[config.mk]
export PLATFORM = sky130hd
export DESIGN_NAME = sliding_window_stats_core
export DESIGN_NICKNAME = d
export VERILOG_FILES = /design/src/design/sws_pkg.sv /design/src/design/sws_ram.sv /design/src/design/sws_datapath.sv /design/src/design/sws_ctrl.sv /design/src/design/sliding_window_stats_core.sv
export VERILOG_INCLUDE_DIRS = /design/src /design/src/design
export SDC_FILE = /design/constraint.sdc
export NUM_CORES = 2
export LEC_CHECK = 0
export BUFFER_PORTS_ARGS = -buffer_cell sky130_fd_sc_hd__buf_4
export CORE_UTILIZATION = 40
export DETAILED_ROUTE_END_ITERATION = 6
export GPL_ROUTABILITY_DRIVEN = 0
export SLEW_MARGIN = 0
export SYNTH_ARGS = -nofsm -noshare
export SYNTH_HDL_FRONTEND = slang
export SYNTH_SLANG_ARGS = --single-unit
[constraint.sdc]
create_clock -name i_clk -period 12.27 [get_ports i_clk]
set_clock_uncertainty 0.05 [all_clocks]
set_input_delay 2.454 -clock i_clk [delete_from_list [all_inputs] [get_ports i_clk]]
set_output_delay 2.454 -clock i_clk [all_outputs]
set_load 0.02 [all_outputs]
[src/design/sliding_window_stats_core_defines.svh]
// ----------------------------------------------------------------------------
// Sliding window statistics assertion macros
// Shared assertion helpers for the sliding window statistics core.
// ----------------------------------------------------------------------------
`ifndef SLIDING_WINDOW_STATS_CORE_DEFINES_SVH
`define SLIDING_WINDOW_STATS_CORE_DEFINES_SVH

// Checked on every clock edge outside of reset.
`define SWS_ASSERT(lbl, prop, msg) \
    lbl: assert property (@(posedge i_clk) disable iff (!i_rst_n) prop) else $error(msg);

// Checked on every clock edge, reset included.
`define SWS_ASSERT_ALWAYS(lbl, prop, msg) \
    lbl: assert property (@(posedge i_clk) prop) else $error(msg);

`endif

[src/design/sws_pkg.sv]
// ----------------------------------------------------------------------------
// Sliding window statistics package
// Item types, register indexes, controller states and control structs.
// ----------------------------------------------------------------------------
package sws_pkg;

    localparam int DATA_W    = 32;
    localparam int CFG_W     = 7;
    localparam int CFG_IDX_W = 2;
    localparam int FILL_W    = 7;

    localparam logic [CFG_IDX_W-1:0] CFG_WINDOW_LENGTH = 2'd0;
    localparam logic [CFG_IDX_W-1:0] CFG_TRACK_MIN     = 2'd1;
    localparam logic [CFG_IDX_W-1:0] CFG_TRACK_MAX     = 2'd2;

    localparam logic FUNC_PUSH  = 1'b0;
    localparam logic FUNC_CLEAR = 1'b1;

    localparam logic [DATA_W-1:0] ALL_ONES = '1;

    typedef struct packed {
        logic              func;
        logic [DATA_W-1:0] sample;
    } t_in_item;

    typedef struct packed {
        logic [FILL_W-1:0] fill_count;
        logic [DATA_W-1:0] average;
        logic [DATA_W-1:0] minimum;
        logic [DATA_W-1:0] maximum;
    } t_out_item;

    typedef enum logic [2:0] {
        S_IDLE,
        S_READ,
        S_UPDATE,
        S_SCAN,
        S_DIV_INIT,
        S_DIV,
        S_DONE
    } t_state;

    typedef struct packed {
        logic load;
        logic rd_old;
        logic update;
        logic scan;
        logic div_init;
        logic div_step;
        logic out_load;
    } t_cmd;

    typedef struct packed {
        logic scan_done;
        logic div_done;
    } t_status;

endpackage

[src/design/sws_ram.sv]
// ----------------------------------------------------------------------------
// Generic RAM
// One write port and one read port with registered read data.
// ----------------------------------------------------------------------------
module sws_ram #(
    parameter int WIDTH = 32,
    parameter int DEPTH = 64,
    localparam int AW = (DEPTH > 1) ? $clog2(DEPTH) : 1
) (
    input  logic             i_clk,
    input  logic             i_we,
    input  logic [AW-1:0]    i_waddr,
    input  logic [WIDTH-1:0] i_wdata,
    input  logic [AW-1:0]    i_raddr,
    output logic [WIDTH-1:0] o_rdata
);

    logic [WIDTH-1:0] mem [DEPTH];
    logic [WIDTH-1:0] r_rdata;

    always_ff @(posedge i_clk) begin
        if (i_we) begin
            mem[i_waddr] <= i_wdata;
        end
        r_rdata <= mem[i_raddr];
    end

    assign o_rdata = r_rdata;

endmodule

[src/design/sws_datapath.sv]
// ----------------------------------------------------------------------------
// Sliding window statistics datapath
// Sample ring, running sum, min/max scan, serial divider and result register.
// ----------------------------------------------------------------------------
module sws_datapath
    import sws_pkg::*;
#(
    parameter int DEPTH = 64
) (
    input  logic                 i_clk,
    input  logic                 i_rst_n,
    input  logic                 i_cfg_we,
    input  logic [CFG_IDX_W-1:0] i_cfg_idx,
    input  logic [CFG_W-1:0]     i_cfg_data,
    input  t_in_item             i_in,
    input  t_cmd                 i_cmd,
    output t_status              o_status,
    output t_out_item            o_out
);

    localparam int LW  = $clog2(DEPTH + 1);
    localparam int AW  = (DEPTH > 1) ? $clog2(DEPTH) : 1;
    localparam int SW  = DATA_W + LW;
    localparam int DCW = $clog2(SW + 1);
    localparam logic [LW-1:0] LEN_RST = LW'((64 > DEPTH) ? DEPTH : 64);

    logic [LW-1:0]     r_len, n_len;
    logic [AW-1:0]     r_pos, n_pos;
    logic [LW-1:0]     r_count, n_count;
    logic [SW-1:0]     r_sum, n_sum;
    logic              r_track_min, r_track_max;
    t_in_item          r_item;
    logic [LW-1:0]     r_idx;
    logic              r_pend;
    logic [DATA_W-1:0] r_min, r_max;
    logic [SW-1:0]     r_quo;
    logic [LW-1:0]     r_rem;
    logic [DCW-1:0]    r_dcnt;
    t_out_item         r_out;

    logic [DATA_W-1:0] rd_data;
    logic [AW-1:0]     raddr;
    logic              ram_we;
    logic [LW:0]       pos_inc;
    logic              full;
    logic [LW:0]       trial;
    logic              ge;
    logic              nz;

    assign raddr  = i_cmd.scan ? r_idx[AW-1:0] : r_pos;
    assign ram_we = i_cmd.update && (r_item.func == FUNC_PUSH);

    sws_ram #(
        .WIDTH (DATA_W),
        .DEPTH (DEPTH)
    ) u_ram (
        .i_clk   (i_clk),
        .i_we    (ram_we),
        .i_waddr (r_pos),
        .i_wdata (r_item.sample),
        .i_raddr (raddr),
        .o_rdata (rd_data)
    );

    assign full    = (r_count >= r_len);
    assign pos_inc = (LW + 1)'(r_pos) + 1'b1;

    always_comb begin
        n_len   = r_len;
        n_pos   = r_pos;
        n_count = r_count;
        n_sum   = r_sum;
        if (i_cfg_we && (i_cfg_idx == CFG_WINDOW_LENGTH)) begin
            if (i_cfg_data == '0) begin
                n_len = LW'(1);
            end else if (32'(i_cfg_data) > DEPTH) begin
                n_len = LW'(DEPTH);
            end else begin
                n_len = LW'(i_cfg_data);
            end
            n_pos   = '0;
            n_count = '0;
            n_sum   = '0;
        end else if (i_cmd.update) begin
            if (r_item.func == FUNC_CLEAR) begin
                n_pos   = '0;
                n_count = '0;
                n_sum   = '0;
            end else begin
                n_sum = r_sum - (full ? SW'(rd_data) : '0) + SW'(r_item.sample);
                n_pos = (pos_inc >= (LW + 1)'(r_len)) ? '0 : AW'(pos_inc);
                if (!full) begin
                    n_count = r_count + 1'b1;
                end
            end
        end
    end

    // Restoring division, one quotient bit per cycle.
    assign trial = {r_rem, r_quo[SW-1]};
    assign ge    = (trial >= {1'b0, r_count});
    assign nz    = (r_count != '0);

    always_ff @(posedge i_clk) begin
        if (!i_rst_n) begin
            r_len       <= LEN_RST;
            r_pos       <= '0;
            r_count     <= '0;
            r_sum       <= '0;
            r_track_min <= 1'b0;
            r_track_max <= 1'b0;
        end else begin
            r_len   <= n_len;
            r_pos   <= n_pos;
            r_count <= n_count;
            r_sum   <= n_sum;
            if (i_cfg_we && (i_cfg_idx == CFG_TRACK_MIN)) begin
                r_track_min <= i_cfg_data[0];
            end
            if (i_cfg_we && (i_cfg_idx == CFG_TRACK_MAX)) begin
                r_track_max <= i_cfg_data[0];
            end
        end
    end

    always_ff @(posedge i_clk) begin
        if (i_cmd.load) begin
            r_item <= i_in;
        end
        if (i_cmd.update) begin
            r_idx  <= '0;
            r_pend <= 1'b0;
            r_min  <= ALL_ONES;
            r_max  <= '0;
        end else if (i_cmd.scan) begin
            if (r_idx < r_count) begin
                r_idx  <= r_idx + 1'b1;
                r_pend <= 1'b1;
            end else begin
                r_pend <= 1'b0;
            end
            if (r_pend) begin
                if (rd_data < r_min) begin
                    r_min <= rd_data;
                end
                if (rd_data > r_max) begin
                    r_max <= rd_data;
                end
            end
        end
        if (i_cmd.div_init) begin
            r_quo  <= r_sum;
            r_rem  <= '0;
            r_dcnt <= '0;
        end else if (i_cmd.div_step) begin
            r_quo  <= {r_quo[SW-2:0], ge};
            r_rem  <= ge ? LW'(trial - {1'b0, r_count}) : LW'(trial);
            r_dcnt <= r_dcnt + 1'b1;
        end
        if (i_cmd.out_load) begin
            r_out.fill_count <= FILL_W'(r_count);
            r_out.average    <= nz ? r_quo[DATA_W-1:0] : '0;
            r_out.minimum    <= (nz && r_track_min) ? r_min : ALL_ONES;
            r_out.maximum    <= (nz && r_track_max) ? r_max : ALL_ONES;
        end
    end

    assign o_status.scan_done = (r_idx == r_count) && !r_pend;
    assign o_status.div_done  = (r_dcnt == DCW'(SW));
    assign o_out              = r_out;

endmodule

[src/design/sws_ctrl.sv]
// ----------------------------------------------------------------------------
// Sliding window statistics controller
// Sequences ring update, min/max scan and division, and owns result valid.
// ----------------------------------------------------------------------------
`include "sliding_window_stats_core_defines.svh"

module sws_ctrl
    import sws_pkg::*;
(
    input  logic    i_clk,
    input  logic    i_rst_n,
    input  logic    i_in_valid,
    output logic    o_in_ready,
    output logic    o_out_valid,
    input  logic    i_out_ready,
    input  t_status i_status,
    output t_cmd    o_cmd
);

    t_state r_state, n_state;
    logic   r_out_valid, n_out_valid;

    always_ff @(posedge i_clk) begin
        if (!i_rst_n) begin
            r_state     <= S_IDLE;
            r_out_valid <= 1'b0;
        end else begin
            r_state     <= n_state;
            r_out_valid <= n_out_valid;
        end
    end

    always_comb begin
        n_state = r_state;
        o_cmd   = '0;
        unique case (r_state)
            S_IDLE: begin
                if (i_in_valid) begin
                    o_cmd.load = 1'b1;
                    n_state    = S_READ;
                end
            end
            S_READ: begin
                o_cmd.rd_old = 1'b1;
                n_state      = S_UPDATE;
            end
            S_UPDATE: begin
                o_cmd.update = 1'b1;
                n_state      = S_SCAN;
            end
            S_SCAN: begin
                o_cmd.scan = 1'b1;
                if (i_status.scan_done) begin
                    n_state = S_DIV_INIT;
                end
            end
            S_DIV_INIT: begin
                o_cmd.div_init = 1'b1;
                n_state        = S_DIV;
            end
            S_DIV: begin
                if (i_status.div_done) begin
                    n_state = S_DONE;
                end else begin
                    o_cmd.div_step = 1'b1;
                end
            end
            S_DONE: begin
                if (!r_out_valid || i_out_ready) begin
                    o_cmd.out_load = 1'b1;
                    n_state        = S_IDLE;
                end
            end
            default: begin
                n_state = S_IDLE;
            end
        endcase
    end

    always_comb begin
        n_out_valid = r_out_valid;
        if (o_cmd.out_load) begin
            n_out_valid = 1'b1;
        end else if (i_out_ready) begin
            n_out_valid = 1'b0;
        end
    end

    assign o_in_ready  = (r_state == S_IDLE);
    assign o_out_valid = r_out_valid;

    `SWS_ASSERT(a_accept_starts, (i_in_valid && o_in_ready) |=> (r_state == S_READ), "accepted item did not start")
    `SWS_ASSERT(a_no_overwrite, o_cmd.out_load |-> (!r_out_valid || i_out_ready), "result overwritten before transfer")
    `SWS_ASSERT(a_valid_drop, $fell(r_out_valid) |-> $past(i_out_ready), "result dropped without transfer")
    `SWS_ASSERT_ALWAYS(a_reset_idle, !i_rst_n |=> (r_state == S_IDLE && !r_out_valid), "reset did not idle")

endmodule

[src/design/sliding_window_stats_core.sv]
// A push or a clear steps through the read, update, min/max scan and division states before its result is registered.
// The min/max scan reads one stored sample per cycle and the divider makes one quotient bit per cycle.
// Throughput: one item at a time; a new item is taken while the previous result waits.
// Reset (synchronous, active low) empties the window, sets the window length to 64
// (or the built depth if smaller) and turns minimum and maximum tracking off.
// ----------------------------------------------------------------------------
// Sliding window statistics core
// Moving average, minimum and maximum over a ring of 32-bit samples.
// ----------------------------------------------------------------------------
module sliding_window_stats_core
    import sws_pkg::*;
#(
    parameter int WINDOW_DEPTH = 64
) (
    input  logic                 i_clk,
    input  logic                 i_rst_n,
    // Configuration writes take effect at once. Writing the window length
    // also empties the window, the same as a clear item.
    input  logic                 i_cfg_we,
    input  logic [CFG_IDX_W-1:0] i_cfg_idx,
    input  logic [CFG_W-1:0]     i_cfg_data,
    // Input items: a push stores a sample, a clear empties the window.
    input  logic                 i_in_valid,
    output logic                 o_in_ready,
    input  t_in_item             i_in,
    // One result per item, held in an output register until transferred.
    output logic                 o_out_valid,
    input  logic                 i_out_ready,
    output t_out_item            o_out
);

    // The controller only sequences; all storage and arithmetic lives in
    // the datapath. The ring sits in a RAM read once for the evicted sample
    // and then once per valid entry during the min/max scan.
    t_cmd    cmd;
    t_status status;

    sws_ctrl u_ctrl (
        .i_clk       (i_clk),
        .i_rst_n     (i_rst_n),
        .i_in_valid  (i_in_valid),
        .o_in_ready  (o_in_ready),
        .o_out_valid (o_out_valid),
        .i_out_ready (i_out_ready),
        .i_status    (status),
        .o_cmd       (cmd)
    );

    sws_datapath #(
        .DEPTH (WINDOW_DEPTH)
    ) u_datapath (
        .i_clk      (i_clk),
        .i_rst_n    (i_rst_n),
        .i_cfg_we   (i_cfg_we),
        .i_cfg_idx  (i_cfg_idx),
        .i_cfg_data (i_cfg_data),
        .i_in       (i_in),
        .i_cmd      (cmd),
        .o_status   (status),
        .o_out      (o_out)
    );

endmodule
==> flow_summary_export.csv <==
group,metric,value,unit
floorplanning,io_pins,152,
worst_setup_path,worst-endpoint-required,13000,ps
route,wl_per_cell,28.8,um
floorplanning,rows,180,
yosys,syn-cell-area,96800,um^2
placement,hpwl,162,mm
finish,drive_above_1_share,19.2,%
sta,setup_tns,0,ps
finish,layout.cells.most_common_list,"2223 x edfxtp_1, 794 x nand2_1, 444 x mux4_2",
yosys,synth_top_flop_cell,"edfxtp_1",
outcome,failed_checks,"DRC",
floorplanning,dieArea,244000,um^2
sta,final_max_slew_viol_count,0,
worst_setup_path,cpMostUsedCell,"a21o_1",
finish,fin_util,45.8,%
placement,place_area,103000,um^2
clock_tree,cts-root-buf,"clkbuf_16",
hold_path,hold_class,"register to register",
clock_tree,cts_tree,"yes",
sta,finalCritPeriodShare,49.1,%
route,wl,272,mm
yosys,synth_cells,5786,
yosys,syn_area_per_cell,16.7,um^2
floorplanning,core-area,241000,um^2
grt,grt_max_degree,133,
yosys,seq_area_frac_synth,72.7,%
power,powerDensity,159,nW/um^2
clock_tree,cts_resized,0,
floorplanning,start_util,40.2,%
sta,fmax,0.166,GHz
floorplanning,die_x,494,um
sta,max-slew-margin-rel,12.1,%
clock_tree,htreeDepth,4,
power,leakagePower,37.5,nW
sta,hold_viol,0,
yosys,synth_nets,6001,
yosys,synth_edf_count,2223,
placement,portBuffers,151,
route,drtIter0Drc,6739,
route,ant_nets,0,
route,firstDrtPassIters,7,
finish,layout.cells.most_common,"edfxtp_1",
grt,grt_pass1_wl,386,mm
finish,fin_area,110000,um^2
worst_setup_path,slowest_delay,520,ps
grt,grt_usage,22.1,%
sta,rsz0062_at_grt,"no",
route,remaining_drc_errors,2,
grt,grt_pass1_vias,52451,
worst_setup_path,cp_max_fo,34,
clock_tree,cts_sinks,2405,
grt,grt_overflow_total,0,
sta,setup_viol,0,
grt,antenna_found_initial,24,
worst_setup_path,crit_slowest_cell,"a21o_1",
sta,fin_crit,6030,ps
worst_setup_path,path_class,"register to register",
finish,area_growth,13.8,%
floorplanning,fp.dieH,494,um
outcome,outcome,"complete, but fails checks",
worst_setup_path,worst_setup_path_start_kind,"register",
yosys,synth-warning-count,0,
clock_tree,ctsLongestPathBuffers,3,
clock_tree,cts_buffers,235,
route,via_per_inst,5.72,
finish,num-nets-final,6267,
sta,worst_pin_slew,1310,ps
run,max_cap_viol_count,0,
clock_tree,clock_latency,890,ps
clock_tree,postCtsHoldBufs,0,
worst_setup_path,endpoint_kind,"register",
yosys,yosys_register_bits,2405,
worst_setup_path,cp_cell_sequence,"inv_1 > ha_1 > nand2b_1 > a21o_1 > a21o_1 > a21o_1 > a21o_1 > a21o_1 > a21o_1 > and2_1 > fa_1 > inv_1 > ha_1 > a2111oi_0 > o21ai_0 > a21boi_0 > o21ai_0 > a41oi_1 > o21ai_0 > a21oi_1 > xnor2_1 > a22o_1",
worst_setup_path,worst-endpoint-arrival,6760,ps
clock_tree,cts_setup_buffers,0,
clock_tree,clkTransAtPathRegs,60,ps
yosys,ys_async_sr_fraction,0,%
yosys,synth.distinct_cells,71,
route,vias,54055,
power,peakVddDrop,115,uV
[final cells by class]
| type | instances | area, um^2 |
|---|---|---|
| Sequential cell | 2405 | 70400 |
| Timing Repair Buffer | 335 | 2620 |
| Tap cell | 3185 | 3990 |
| Antenna cell | 5 | 12.5 |
| Clock buffer | 303 | 6280 |
| Multi-Input combinational cell | 2846 | 24700 |
| Inverter | 229 | 860 |
| Clock inverter | 138 | 1300 |
| Fill cell | 20515 | 130000 |
[worst max-delay path: cells and delay by family, from the launching register on]
family / cells / cell delay, ps
buf+inv: 2 / 180
flops: 1 / 470
simple gates: 2 / 490
xor+xnor: 1 / 90
fa+ha+maj: 3 / 1100
compound gates: 14 / 3610
[synthesized netlist by cell type, types with 58 or more instances]
| master | instances | area, um^2 |
|---|---|---|
| a21oi_1 | 77 | 385 |
| edfxtp_1 | 2223 | 66800 |
| nand3_1 | 411 | 2060 |
| inv_1 | 229 | 860 |
| o21ai_0 | 91 | 455 |
| mux4_2 | 444 | 10000 |
| nand2_1 | 795 | 2980 |
| dfxtp_1 | 182 | 3640 |
| and2_1 | 72 | 450 |
| a311oi_1 | 58 | 508 |
| mux2i_1 | 78 | 781 |
| ha_1 | 135 | 1690 |
| a21o_1 | 59 | 443 |
| buf_2 | 127 | 636 |
| clkbuf_1 | 125 | 469 |
| nor2_1 | 173 | 649 |
[logic make-up (layout without fill, tap and decap cells)]
logic type	Yosys count	in the layout	synth area share, %
AOI/OAI and AO/OA	500	500	3.51
xor gates and xnor gates	49	49	0.443
adders and majority gates	168	168	2.43
buffers and inverters	535	1005	2.36
DFF	2405	2405	72.7
muxes	525	525	11.2
other	0	5	0
and+or+nand+nor	1604	1604	7.34
[worst paths after layout]
path | startpoint | to | slack [ps] | cells after the start
worst max register to register | u_datapath.r_count[0]$_SDFFE_PP0P_ | u_datapath.r_sum[23]$_SDFFE_PP0P_ | 6240 | 22
worst max-delay path | u_datapath.r_count[0]$_SDFFE_PP0P_ | u_datapath.r_sum[23]$_SDFFE_PP0P_ | 6240 | 22
worst min register to register | u_datapath.r_sum[4]$_SDFFE_PP0P_ | u_datapath.r_sum[4]$_SDFFE_PP0P_ | 410 | 2
worst min-delay path | u_datapath.r_sum[4]$_SDFFE_PP0P_ | u_datapath.r_sum[4]$_SDFFE_PP0P_ | 410 | 2
[metal layers]
| metal | wire length (um) | GRT usage (%) | vias up |
|---|---|---|---|
| li1 | - | - | 22895 |
| met4 | 8390 | 6.79 | 6 |
| met1 | 113000 | 31.7 | 28145 |
| met3 | 26800 | 4.43 | 396 |
| met5 | 48 | 0 | - |
| met2 | 123000 | 34.1 | 2613 |
[report_power, final]
part / leakage, nW / switching (mW) / internal [mW]
logic: 12.3 / 0.778 / 0.395
registers: 21.6 / 0.0896 / 9.10
clock network: 3.67 / 3.12 / 4.03
[registers in the layout (all words and copies together), names as in the netlist, 3 cells and up]
name and count:
u_datapath.u_ram.mem 2048, u_datapath.r_item 33, u_datapath.r_pos 6, u_datapath.r_min 32
u_datapath.r_dcnt 6, u_datapath.r_rem 7, u_datapath.r_max 32, u_datapath.u_ram.o_rdata 32
u_datapath.o_out 103, u_datapath.r_count 7, u_datapath.r_idx 7, u_ctrl.r_state 3
u_datapath.r_len 7, u_datapath.r_quo 39, u_datapath.r_sum 39
[metrics by stage]
stage	instances	total power [mW]	setup slack (ps)	hold WS [ps]
2_1_floorplan	5786	10.1	1460	370
3_3_place_gp	8999	10.5	6210	385
3_5_place_dp	8999	10.5	6250	390
4_1_cts	9440	17.6	6290	410
5_1_grt	9441	18.0	5800	442
6_report	9446	17.5	6240	409
No activity file was read; power rests on OpenSTA's default activity.
